File: src/str_pkg.sv
// ----------------------------------------------------------------------------
// str_pkg
// Shared codes and controller/datapath interface types of the triangle
// resampler.
// ----------------------------------------------------------------------------
package str_pkg;

  localparam logic [1:0] ACT_PREPARE  = 2'd0;
  localparam logic [1:0] ACT_WRITE    = 2'd1;
  localparam logic [1:0] ACT_READ     = 2'd2;
  localparam logic [1:0] ACT_RESERVED = 2'd3;

  localparam logic [1:0] ST_OK     = 2'd0;
  localparam logic [1:0] ST_REJECT = 2'd1;
  localparam logic [1:0] ST_BADREQ = 2'd2;

  localparam logic REG_WINDOW = 1'b0;
  localparam logic REG_OUT    = 1'b1;

  typedef enum logic [4:0] {
    OP_NONE, OP_LATCH, OP_BAD, OP_WRITE,
    OP_P_CHK, OP_P_SUP, OP_P_TAPS, OP_P_LO, OP_P_LOW, OP_P_HI, OP_P_HIW,
    OP_P_LEN, OP_P_N0, OP_P_SUM, OP_P_META, OP_P_WT, OP_P_WTW, OP_P_NEXT,
    OP_P_OK, OP_P_FAIL,
    OP_R_CHK, OP_R_MH, OP_R_MV, OP_R_VW, OP_R_VL, OP_R_HRUN, OP_R_VMAC,
    OP_R_DONE, OP_FIN
  } op_t;

  typedef struct packed {
    logic [1:0] act;
    logic       size_bad;
    logic       taps_bad;
    logic       len_bad;
    logic       div_done;
    logic       sum_end;
    logic       wt_end;
    logic       need_div;
    logic       idx_last;
    logic       rd_bad;
    logic       v_end;
    logic       h_end;
    logic       out_free;
  } dp_stat_t;

endpackage

File: src/str_ctrl.sv
// ----------------------------------------------------------------------------
// str_ctrl
// Controller: sequences accept, table build, pixel write, pixel read and
// result hand-off by issuing one datapath command per cycle.
// ----------------------------------------------------------------------------
module str_ctrl (
  input  logic              clk,
  input  logic              rst_n,
  input  logic              in_valid,
  output logic              in_ready,
  input  str_pkg::dp_stat_t stat,
  output str_pkg::op_t      op
);

  typedef enum logic [28:0] {
    S_IDLE  = 29'h0000001, S_DISP  = 29'h0000002, S_BAD   = 29'h0000004,
    S_WR    = 29'h0000008, S_PCHK  = 29'h0000010, S_PSUP  = 29'h0000020,
    S_PTAPS = 29'h0000040, S_PLO   = 29'h0000080, S_PLOW  = 29'h0000100,
    S_PHI   = 29'h0000200, S_PHIW  = 29'h0000400, S_PLEN  = 29'h0000800,
    S_PN0   = 29'h0001000, S_PSUM  = 29'h0002000, S_PMETA = 29'h0004000,
    S_PWT   = 29'h0008000, S_PWTW  = 29'h0010000, S_PNEXT = 29'h0020000,
    S_POK   = 29'h0040000, S_PFAIL = 29'h0080000, S_RCHK  = 29'h0100000,
    S_RMH   = 29'h0200000, S_RMV   = 29'h0400000, S_RVW   = 29'h0800000,
    S_RVL   = 29'h1000000, S_RHRUN = 29'h2000000, S_RVMAC = 29'h4000000,
    S_RDONE = 29'h8000000, S_FIN   = 29'h10000000
  } state_t;

  state_t state_r, state_nxt;

  always_ff @(posedge clk) begin
    if (!rst_n) state_r <= S_IDLE;
    else        state_r <= state_nxt;
  end

  assign in_ready = (state_r == S_IDLE);

  always_comb begin
    state_nxt = state_r;
    op        = str_pkg::OP_NONE;
    unique case (state_r)
      S_IDLE: if (in_valid) begin
        op        = str_pkg::OP_LATCH;
        state_nxt = S_DISP;
      end
      S_DISP: begin
        unique case (stat.act)
          str_pkg::ACT_PREPARE: state_nxt = S_PCHK;
          str_pkg::ACT_WRITE:   state_nxt = S_WR;
          str_pkg::ACT_READ:    state_nxt = S_RCHK;
          default:              state_nxt = S_BAD;
        endcase
      end
      S_BAD: begin
        op        = str_pkg::OP_BAD;
        state_nxt = S_FIN;
      end
      S_WR: begin
        op        = str_pkg::OP_WRITE;
        state_nxt = S_FIN;
      end
      S_PCHK: begin
        op        = str_pkg::OP_P_CHK;
        state_nxt = stat.size_bad ? S_PFAIL : S_PSUP;
      end
      S_PSUP: begin
        op = str_pkg::OP_P_SUP;
        if (stat.div_done) state_nxt = S_PTAPS;
      end
      S_PTAPS: begin
        op        = str_pkg::OP_P_TAPS;
        state_nxt = stat.taps_bad ? S_PFAIL : S_PLO;
      end
      S_PLO: begin
        op        = str_pkg::OP_P_LO;
        state_nxt = S_PLOW;
      end
      S_PLOW: begin
        op = str_pkg::OP_P_LOW;
        if (stat.div_done) state_nxt = S_PHI;
      end
      S_PHI: begin
        op        = str_pkg::OP_P_HI;
        state_nxt = S_PHIW;
      end
      S_PHIW: begin
        op = str_pkg::OP_P_HIW;
        if (stat.div_done) state_nxt = S_PLEN;
      end
      S_PLEN: begin
        op        = str_pkg::OP_P_LEN;
        state_nxt = S_PN0;
      end
      S_PN0: begin
        op        = str_pkg::OP_P_N0;
        state_nxt = stat.len_bad ? S_PFAIL : S_PSUM;
      end
      S_PSUM: begin
        op = str_pkg::OP_P_SUM;
        if (stat.sum_end) state_nxt = S_PMETA;
      end
      S_PMETA: begin
        op        = str_pkg::OP_P_META;
        state_nxt = S_PWT;
      end
      S_PWT: begin
        op = str_pkg::OP_P_WT;
        if (stat.wt_end)        state_nxt = S_PNEXT;
        else if (stat.need_div) state_nxt = S_PWTW;
      end
      S_PWTW: begin
        op = str_pkg::OP_P_WTW;
        if (stat.div_done) state_nxt = S_PWT;
      end
      S_PNEXT: begin
        op        = str_pkg::OP_P_NEXT;
        state_nxt = stat.idx_last ? S_POK : S_PLO;
      end
      S_POK: begin
        op        = str_pkg::OP_P_OK;
        state_nxt = S_FIN;
      end
      S_PFAIL: begin
        op        = str_pkg::OP_P_FAIL;
        state_nxt = S_FIN;
      end
      S_RCHK: begin
        op        = str_pkg::OP_R_CHK;
        state_nxt = stat.rd_bad ? S_BAD : S_RMH;
      end
      S_RMH: begin
        op        = str_pkg::OP_R_MH;
        state_nxt = S_RMV;
      end
      S_RMV: begin
        op        = str_pkg::OP_R_MV;
        state_nxt = S_RVW;
      end
      S_RVW: begin
        op        = str_pkg::OP_R_VW;
        state_nxt = stat.v_end ? S_RDONE : S_RVL;
      end
      S_RVL: begin
        op        = str_pkg::OP_R_VL;
        state_nxt = S_RHRUN;
      end
      S_RHRUN: begin
        op = str_pkg::OP_R_HRUN;
        if (stat.h_end) state_nxt = S_RVMAC;
      end
      S_RVMAC: begin
        op        = str_pkg::OP_R_VMAC;
        state_nxt = S_RVW;
      end
      S_RDONE: begin
        op        = str_pkg::OP_R_DONE;
        state_nxt = S_FIN;
      end
      S_FIN: begin
        op = str_pkg::OP_FIN;
        if (stat.out_free) state_nxt = S_IDLE;
      end
      default: state_nxt = S_IDLE;
    endcase
  end

endmodule

File: config.mk
export PLATFORM = sky130hd
export DESIGN_NAME = str_ctrl
export DESIGN_NICKNAME = d
export VERILOG_FILES = /design/src/str_pkg.sv /design/src/str_ctrl.sv
export SDC_FILE = /design/constraint.sdc
export NUM_CORES = 1
export LEC_CHECK = 0
export ABC_AREA = 1
export BUFFER_PORTS_ARGS = -buffer_cell sky130_fd_sc_hd__buf_2
export CORE_MARGIN = 2
export CORE_UTILIZATION = 35
export CTS_BUF_LIST = sky130_fd_sc_hd__clkbuf_16
export DETAILED_ROUTE_END_ITERATION = 8
export SLEW_MARGIN = 20
export SYNTH_ARGS = -nofsm -noshare
export SYNTH_HDL_FRONTEND = slang
export SYNTH_SLANG_ARGS = --single-unit
File: constraint.sdc
create_clock -name clk -period 3.5 [get_ports clk]
set_clock_uncertainty 0.2 [all_clocks]
set_input_delay 0.175 -clock clk [delete_from_list [all_inputs] [get_ports clk]]
set_output_delay 0.175 -clock clk [all_outputs]
set_load 0.005 [all_outputs]
==> results.py, run 1 <==
metrics = {
    "synth": {
        "yosys-top-cells-area": "dfxtp_1 26%, nor2_1 11%, inv_1 11%, nand2_1 10%, nand3_1 7.9%",
        "synth_area_leader_cell": "dfxtp_1",
        "ys_async_sr_fraction_pct": 0,
        "synth_edf_count": 0,
        "dominantRegCellSynth": "dfxtp_1",
        "synth.distinct_cells": 28,
        "postSynthNetCount": 380,
        "synth_seq_cells": 29,
        "ys_seq_area_share_pct": 26.0,
        "syn_area_per_cell_um2": 6.15,
        "yosysTopAreaCellShare_pct": 26.0,
        "synth_warnings": 0,
        "syn_area_um2": 2230,
        "syn_inst": 363,
    },
    "global_route": {
        "grt_util_all_layers_pct": 18.8,
        "grt_overflow": 0,
        "grt_pass1_vias": 2148,
        "grt_max_degree": 13,
        "antenna_found_initial": 0,
        "grt_pass1_wl_mm": 10.4,
    },
    "power": {
        "leakage_nw": 1.35,
        "combPwrFrac_pct": 53.2,
        "p_sw_w": 0.000842,
        "clkPwrFrac_pct": 24.2,
        "swShare_pct": 48.9,
        "ir_drop_mv": 0.282,
        "seq_power_share_pct": 22.5,
        "p_int_w": 0.000878,
        "power.density_nw_per_um2": 654,
    },
    "cells_and_area": {
        "areaGrowthSynthToFinish_pct": 17.9,
        "largest_reg_flops": 29,
        "diodes": 0,
        "ff_latch_area_um2": 581,
        "drive_gt1_share_pct": 20.6,
        "multi_input_area_um2": 1350,
        "largest-register": "state_r",
        "fillerInstances": 689,
        "stdcell_count": 475,
        "finish.net_count": 414,
        "fin_area_um2": 2630,
        "reg.largest.list": "state_r x29",
    },
    "placed_design": {
        "place.gp.congestion": 0.899,
        "io_buffers": 22,
        "pre_cts_ws_ps": 1020,
        "hpwl_mm": 5.06,
        "place_area_um2": 2400,
        "dp.cells": 458,
    },
    "worst_hold_path": {
        "hold_path.class": "primary input to flip-flop",
        "whs_path_depth": 4,
    },
    "route": {
        "vias_per_cell": 4.96,
        "wl_met2_mm": 2.93,
        "routed.top_layer": "met4",
        "wirelength_mm": 6.44,
        "wl_met3_um": 381,
        "firstDrtPassIters": 5,
        "postRouteAntennaNets": 0,
        "drc_errors": 0,
        "m1WireLength_mm": 2.98,
        "drtIter0Drc": 255,
        "num_vias": 2354,
        "routedWlPerCell_um": 13.5,
    },
    "cts": {
        "clk_pin_slew_worst_paths_ps": 50,
        "cts_tree": "built",
        "h-tree-depth": 2,
        "worstSkewPairLatency_ps": 280,
        "cts_setup_buffers": 0,
        "clockBufferDepth": 2,
        "numCtsBuffers": 5,
        "clkSinkCount": 29,
        "holdBufCountCts": 9,
        "cts_root_buffer": "clkbuf_16",
        "post_cts_resized": 0,
    },
    "timing": {
        "hold_viol_final": 0,
        "rsz0062_at_grt": "false",
        "period_needed_ps": 2600,
        "fin_ws_ps": 899,
        "finalSetupViolations": 0,
        "fin_setup_tns_ps": 0,
        "report.final.slew_viol_count": 0,
        "max_clock_freq_ghz": 0.384,
        "fin_crit_sh_pct": 74.3,
        "slew_headroom_pct": 74.9,
        "worstMarginPinSlew_ps": 375,
    },
    "setup_path": {
        "worst-path-max-fanout": 9,
        "end_kind": "primary output",
        "arrival_ps": 2230,
        "cp.required_ps": 3120,
        "cp_cell_sequence": "nor2_2 > nand2_2 > nor2_8 > nand2_4 > nor2_1 > inv_1 > nand3_1 > nor4_1 > nand4_1 > buf_2",
        "criticalPathCategory": "flip-flop to primary output",
        "reg2regPathDepth": 13,
        "critical_path.max_stage_delay_ps": 460,
        "slowest_stage": "dfxtp_1",
        "worstSetupStartpointType": "flip-flop",
    },
    "floorplan": {
        "top_level_ports": 23,
        "start_util_pct": 35.7,
        "die_w_um": 83.8,
        "coreArea_um2": 6240,
        "dieArea_um2": 7030,
        "die_y_um": 83.8,
        "num_rows": 29,
    },
    "job": {
        "max_cap_violations": 0,
    },
    "status": {
        "status": "completed",
    },
}
==> area by class of cell <==
type | instances | area share [%]
clock buffer | 5 | 4.76
clock inverter | 3 | 0.666
inverter | 70 | 10.1
multi-input combinational | 260 | 51.2
sequential | 29 | 22.1
tap | 77 | 3.66
timing repair buffer | 31 | 7.61
==> Yosys cell counts, types with 3 or more instances <==
cell type	n
nand2_1	60
nand2_4	4
buf_6	3
inv_1	65
nand2_2	9
nor2_4	8
a21oi_1	8
nand4_1	13
nor2_2	22
nor2_1	67
nand3_2	3
inv_2	3
dfxtp_1	29
o21ai_0	6
nor3_1	6
nor4_1	6
nand3_1	35
==> final timing paths <==
path	endpoint	startpoint	slack, ps
setup reg to reg	state_r[8]$_SDFFE_PN0P_	state_r[12]$_SDFFE_PN0P_	990
hold reg to reg	state_r[8]$_SDFFE_PN0P_	state_r[8]$_SDFFE_PN0P_	380
hold / removal	state_r[5]$_SDFFE_PN0P_	stat[11]	10
setup / recovery	op[2]	state_r[25]$_SDFFE_PN0P_	900
==> metal layers <==
layer	vias up	global-route usage [%]
met5	-	0
met4	0	7.04
met3	13	2.97
met2	95	31.1
met1	1036	24.8
li1	1210	-
==> cell families (layout without fill, tap and decap cells) <==
| logic type | Yosys count | count (layout) | share of synthesized area [%] |
|---|---|---|---|
| AOI/OAI and AO/OA | 23 | 23 | 5.95 |
| buffers and inverters | 74 | 109 | 13.6 |
| DFF | 29 | 29 | 26.0 |
| and+or+nand+nor | 237 | 237 | 54.4 |
==> power by group through the flow <==
stage | Clock [W] | Combinational (W) | Sequential, W
after floorplan | 0 | 0.000724 | 0.000385
after global placement | 0 | 0.000892 | 0.000393
after detailed placement | 0 | 0.000895 | 0.000393
after CTS | 0.000424 | 0.000909 | 0.000387
after global routing | 0.000438 | 0.00101 | 0.000390
final | 0.000417 | 0.000916 | 0.000388
==> placed cells by master, fill, tap and decap left out, drive strengths merged <==
| master | count |
|---|---|
| nor2 | 99 |
| nand2 | 73 |
| inv | 69 |
| nand3 | 38 |
| dfxtp | 29 |
| buf | 22 |
| nand4 | 13 |
| dlygate4sd3 | 9 |
| a21oi | 8 |
| o21ai | 8 |
| nor4 | 6 |
| nor3 | 6 |
| clkbuf | 5 |
| clkinv | 3 |
| a41oi | 2 |
| o22ai | 2 |
| a31oi | 2 |
| nor3b | 1 |
| and3 | 1 |
| a32o | 1 |
| clkinvlp | 1 |
==> critical path: cells and delay by family, from the launching register on <==
kind,cells,cell delay (ps)
flops,1,460
simple gates,8,1180
buf+inv,2,310
==> metrics by stage <==
| step | total power, W | hold WS [ps] | util, % |
|---|---|---|---|
| floorplan | 0.00111 | 51.5 | - |
| global placement | 0.00129 | 156 | 38.4 |
| detailed placement | 0.00129 | 162 | 38.4 |
| CTS | 0.00172 | 2.26 | 42.2 |
| global route | 0.00184 | 31.3 | 42.2 |
| finish | 0.00172 | 14.6 | 42.2 |
No activity file was read; power rests on OpenSTA's default activity.
==> run 2: changes to the inputs <==
==> constraint.sdc (replaced) <==
create_clock -name clk -period 2.45 [get_ports clk]
set_clock_uncertainty 0.2 [all_clocks]
set_input_delay 0.1225 -clock clk [delete_from_list [all_inputs] [get_ports clk]]
set_output_delay 0.1225 -clock clk [all_outputs]
set_load 0.005 [all_outputs]
==> results.py, run 2 (synthesis gave the netlist of run 1 again) <==
metrics = {
    "global_route": {
        "antenna_found_initial": 0,
        "grt_util_all_layers_pct": 19.3,
        "grt_max_degree": 13,
        "grt_overflow": 0,
        "grt_pass1_wl_mm": 10.6,
        "grt_pass1_vias": 2239,
    },
    "route": {
        "drc_errors": 0,
        "wirelength_mm": 6.54,
        "firstDrtPassIters": 5,
        "vias_per_cell": 4.90,
        "drtIter0Drc": 122,
        "routedWlPerCell_um": 13.3,
        "postRouteAntennaNets": 0,
        "num_vias": 2411,
    },
    "setup_path": {
        "criticalPathCategory": "flip-flop to primary output",
        "end_kind": "primary output",
        "worstSetupStartpointType": "flip-flop",
        "arrival_ps": 1990,
        "r2r_end": "state_r[4]$_SDFFE_PN0P_",
        "worst-path-max-fanout": 9,
        "cp.required_ps": 2130,
        "worstReg2RegStart": "state_r[19]$_SDFFE_PN0P_",
        "rrSetupSlack_ps": 160,
        "reg2regPathDepth": 9,
    },
    "floorplan": {
        "num_rows": 29,
        "dieArea_um2": 7030,
        "die_w_um": 83.8,
        "start_util_pct": 35.7,
        "die_y_um": 83.8,
        "coreArea_um2": 6240,
        "top_level_ports": 23,
    },
    "worst_hold_path": {
        "min_to": "state_r[13]$_SDFFE_PN0P_",
        "hold_path.class": "primary input to flip-flop",
        "whs_path_depth": 4,
        "hold_start": "stat[7]",
    },
    "cts": {
        "numCtsBuffers": 5,
        "clockBufferDepth": 2,
        "h-tree-depth": 2,
        "clkSinkCount": 29,
        "cts_root_buffer": "clkbuf_16",
        "cts_tree": "built",
        "clk_pin_slew_worst_paths_ps": 50,
        "worstSkewPairLatency_ps": 280,
    },
    "job": {
        "max_cap_violations": 0,
    },
    "cells_and_area": {
        "finish.net_count": 432,
        "areaGrowthSynthToFinish_pct": 25.4,
        "drive_gt1_share_pct": 25.1,
        "reg.largest.list": "state_r x29",
        "fillerInstances": 684,
        "largest_reg_flops": 29,
        "layout_common_cells": "65 x inv_1, 64 x nor2_1, 59 x nand2_1",
        "largest-register": "state_r",
        "diodes": 0,
        "layout_commonest_cell": "inv_1",
    },
    "timing": {
        "max_clock_freq_ghz": 0.432,
        "period_needed_ps": 2310,
        "slew_headroom_pct": 75.5,
        "fin_crit_sh_pct": 94.5,
        "report.final.slew_viol_count": 0,
        "fin_setup_tns_ps": 0,
        "worstMarginPinSlew_ps": 366,
        "hold_viol_final": 0,
        "whs_ps": 21.6,
        "finalSetupViolations": 0,
        "rsz0062_at_grt": "true",
    },
    "power": {
        "leakage_nw": 1.45,
        "power.density_nw_per_um2": 937,
        "ir_drop_mv": 0.395,
    },
    "placed_design": {
        "io_buffers": 22,
        "hpwl_mm": 5.21,
        "place.gp.congestion": 0.966,
    },
    "status": {
        "status": "completed",
    },
}
[run 2: cell count changes in the layout (fill, tap and decap cells not counted), sizes merged]
cell	delta
buf	+16
dlygate4sd3	+2
clkinv	-1
clkinvlp	-1
inv	+1
[run 2: what timing repair did]
action | CTS | global route
gates resized for setup | 1 | 13
endpoints found under the hold margin | 13 | 0
pin swaps | 0 | 5
setup endpoints to repair | 1 | 23
hold buffers | 11 | 0
setup buffers | 0 | 6
[run 2: critical path, stage by stage (launching register included)]
cell	delay (ps)
dfxtp_1	330
nor2_2	150
nand2_2	120
nor2_4	210
nand2_4	140
nor2_4	190
inv_1	70
o21ai_2	170
a41oi_1	90
nand3_1	140
buf_2	120
[run 2: worst max path at each step]
stage | from | endpoint | depth (start not counted)
6_report | state_r[19]$_SDFFE_PN0P_ | op[0] | 10
5_1_grt | state_r[16]$_SDFFE_PN0P_ | state_r[4]$_SDFFE_PN0P_ | 9
4_1_cts | state_r[12]$_SDFFE_PN0P_ | op[1] | 11
3_5_place_dp | state_r[25]$_SDFFE_PN0P_ | state_r[8]$_SDFFE_PN0P_ | 13
3_3_place_gp | state_r[25]$_SDFFE_PN0P_ | state_r[26]$_SDFFE_PN0P_ | 11
2_1_floorplan | state_r[3]$_SDFFE_PN0P_ | state_r[25]$_SDFFE_PN0P_ | 14
[run 2: metal layers]
metal  track usage (%)  vias up  wire length, µm
li1                  -     1250                -
met1              24.6     1082             3020
met2              33.1       70             3100
met3              2.27        9              329
met4              7.33        0               91
met5                 0        -                0
[run 2: layout make-up]
type	count	area (µm²)	area share [%]
timing repair buffer	49	340	12.2
multi-input combinational	260	1380	49.3
inverter	70	265	9.49
tap	77	96.3	3.45
clock buffer	5	125	4.47
sequential	29	583	20.9
clock inverter	2	7.51	0.268
[run 2: report_power, final]
group	switching (W)	leakage (nW)	internal [W]
Sequential	0.0000382	0.235	0.000516
Combinational	0.00101	1.15	0.000491
Clock	0.000204	0.0685	0.000362
[run 2: through the flow]
stage	std cells	power, W	worst slack, ps	utilization (%)	area (µm²)
2_1_floorplan	363	0.00158	520	-	2230
3_3_place_gp	468	0.00193	102	39.6	2470
3_5_place_dp	468	0.00192	117	39.6	2470
4_1_cts	486	0.00250	18.7	43.5	2720
5_1_grt	492	0.00280	-12.2	44.8	2800
6_report	492	0.00262	135	44.8	2800
==> run 3: changes to the inputs <==
--- a/config.mk
+++ b/config.mk
@@ -9,8 +9,9 @@
 export BUFFER_PORTS_ARGS = -buffer_cell sky130_fd_sc_hd__buf_2
 export CORE_MARGIN = 2
 export CORE_UTILIZATION = 35
-export CTS_BUF_LIST = sky130_fd_sc_hd__clkbuf_16
+export CTS_BUF_LIST = sky130_fd_sc_hd__clkbuf_8
 export DETAILED_ROUTE_END_ITERATION = 8
+export GPL_TIMING_DRIVEN = 0
 export SLEW_MARGIN = 20
 export SYNTH_ARGS = -nofsm -noshare
 export SYNTH_HDL_FRONTEND = slang
==> results.py, run 3 (synthesis gave the netlist of run 1 again) <==
metrics = {
    "placed_design": {
        "place.gp.congestion": 0.883,
        "hpwl_mm": 4.92,
        "dp.cells": 461,
        "io_buffers": 21,
    },
    "setup_path": {
        "cp.required_ps": 2130,
        "worst-path-max-fanout": 9,
        "critPathTopFamily": "simple AND/OR/NAND/NOR gates",
        "cp_cell_sequence": "nor2_2 > nand2_2 > nor2_4 > nand2_8 > nor2_4 > inv_1 > o21ai_2 > a41oi_1 > nand3_1 > buf_2",
        "criticalPathCategory": "flip-flop to primary output",
        "slowest_stage": "dfxtp_1",
        "cp_common_cell": "nor2_4",
        "worstSetupStartpointType": "flip-flop",
        "critical_path.max_stage_delay_ps": 320,
        "end_kind": "primary output",
        "crit_buf_inv": 2,
        "arrival_ps": 2020,
    },
    "route": {
        "firstDrtPassIters": 4,
        "vias_per_cell": 4.86,
        "postRouteAntennaNets": 0,
        "wirelength_mm": 6.29,
        "drc_errors": 0,
        "routedWlPerCell_um": 13.0,
        "num_vias": 2342,
        "drtIter0Drc": 115,
    },
    "power": {
        "p_int_w": 0.00118,
        "p_sw_w": 0.00124,
        "ir_drop_mv": 0.464,
        "power.density_nw_per_um2": 890,
        "clkPwrFrac_pct": 15.5,
        "leakage_nw": 1.39,
        "swShare_pct": 51.3,
        "seq_power_share_pct": 22.9,
        "combPwrFrac_pct": 61.6,
    },
    "cells_and_area": {
        "stdcell_count": 482,
        "largest_reg_flops": 29,
        "layout_commonest_cell": "inv_1",
        "reg.largest.list": "state_r x29",
        "layout_common_cells": "68 x inv_1, 63 x nor2_1, 59 x nand2_1",
        "finish.net_count": 421,
        "largest-register": "state_r",
        "drive_gt1_share_pct": 23.2,
        "diodes": 0,
        "areaGrowthSynthToFinish_pct": 22.0,
    },
    "global_route": {
        "gr-usage-met2_pct": 32.2,
        "grt_use_met1_pct": 23.7,
        "use_met3_pct": 2.87,
        "busiest_layer": "met2",
        "grt_util_all_layers_pct": 18.6,
        "antenna_found_initial": 0,
        "grt_max_degree": 11,
        "grt_pass1_wl_mm": 10.3,
        "grt_overflow": 0,
        "grt_pass1_vias": 2186,
    },
    "floorplan": {
        "coreArea_um2": 6240,
        "dieArea_um2": 7030,
        "start_util_pct": 35.7,
        "die_w_um": 83.8,
        "top_level_ports": 23,
        "die_y_um": 83.8,
        "num_rows": 29,
    },
    "timing": {
        "report.final.slew_viol_count": 0,
        "slew_headroom_pct": 73.5,
        "worstMarginPinSlew_ps": 395,
        "whs_ps": 13.1,
        "finalSetupViolations": 0,
        "max_clock_freq_ghz": 0.427,
        "rsz0062_at_grt": "true",
        "hold_viol_final": 0,
        "period_needed_ps": 2340,
        "fin_crit_sh_pct": 95.5,
    },
    "cts": {
        "clkSinkCount": 29,
        "cts_root_buffer": "clkbuf_8",
        "numCtsBuffers": 5,
        "cts_tree": "built",
        "worstSkewPairLatency_ps": 280,
        "clockBufferDepth": 2,
        "clk_pin_slew_worst_paths_ps": 70,
        "h-tree-depth": 2,
    },
    "job": {
        "max_cap_violations": 0,
    },
    "worst_hold_path": {
        "hold_path.class": "primary input to flip-flop",
    },
    "status": {
        "status": "completed",
    },
}
[run 3: changes by cell type in the layout (fill, tap and decap cells not counted), moves of 2 or more]
cell	delta
nor2_2	-4
nor2_4	+5
buf_4	-15
nor4_1	-2
clkbuf_16	-5
nor4_2	+2
inv_1	+3
clkbuf_8	+5
buf_6	+3
[run 3: power by group through the flow]
stage          clock network, W  logic, W  registers [W]
6_report               0.000377   0.00149       0.000554
5_1_grt                0.000402   0.00165       0.000562
4_1_cts                0.000384   0.00141       0.000546
3_5_place_dp                  0   0.00139       0.000557
3_3_place_gp                  0   0.00138       0.000555
2_1_floorplan                 0   0.00103       0.000550
[run 3: final cells by class]
class                      count  area (µm²)
buffer                         4        38.8
clock buffer                   5        68.8
clock inverter                 3        11.3
fill                         693        3520
inverter                      70         265
multi-input combinational    260        1420
sequential                    29         584
tap                           77        96.3
timing repair buffer          34         233
[run 3: path summary, 6_finish.rpt]
check | to | from | cells past startpoint | slack [ps]
setup / recovery | op[0] | state_r[16]$_SDFFE_PN0P_ | 10 | 110
hold / removal | state_r[28]$_SDFFE_PN0P_ | stat[0] | 4 | 10
setup reg to reg | state_r[10]$_SDFFE_PN0P_ | state_r[16]$_SDFFE_PN0P_ | 14 | 170
hold reg to reg | state_r[5]$_SDFFE_PN0P_ | state_r[5]$_SDFFE_PN0P_ | 2 | 370
[run 3: timing repair]
action | CTS | global route
endpoints found under the setup margin | 1 | 22
cloned | 0 | 0
pin swaps | 0 | 6
gates resized for setup | 1 | 20
hold endpoints to repair | 17 | 0
hold buffers | 12 | 0
buffers inserted | 0 | 1
[run 3: worst min-delay path, stage by stage]
cell	delay, ps
buf_2	90
inv_1	70
a31oi_1	90
nor2_2	90
[run 3: metal layers]
| layer | up-vias | wire, µm |
|---|---|---|
| li1 | 1226 | - |
| met1 | 1059 | 2910 |
| met5 | - | 0 |
| met4 | 0 | 127 |
| met2 | 46 | 3040 |
| met3 | 11 | 211 |
[run 3: stage by stage]
stage	util (%)	cell area, µm²	setup TNS, ps	setup WS, ps	total power (W)
after floorplan	-	2230	0	520	0.00158
after CTS	42.2	2630	0	16.1	0.00234
final	43.6	2720	0	109	0.00242
after detailed placement	39.0	2430	0	154	0.00195
after global placement	39.0	2430	0	151	0.00194
after global routing	43.6	2720	-8.68	-8.68	0.00261
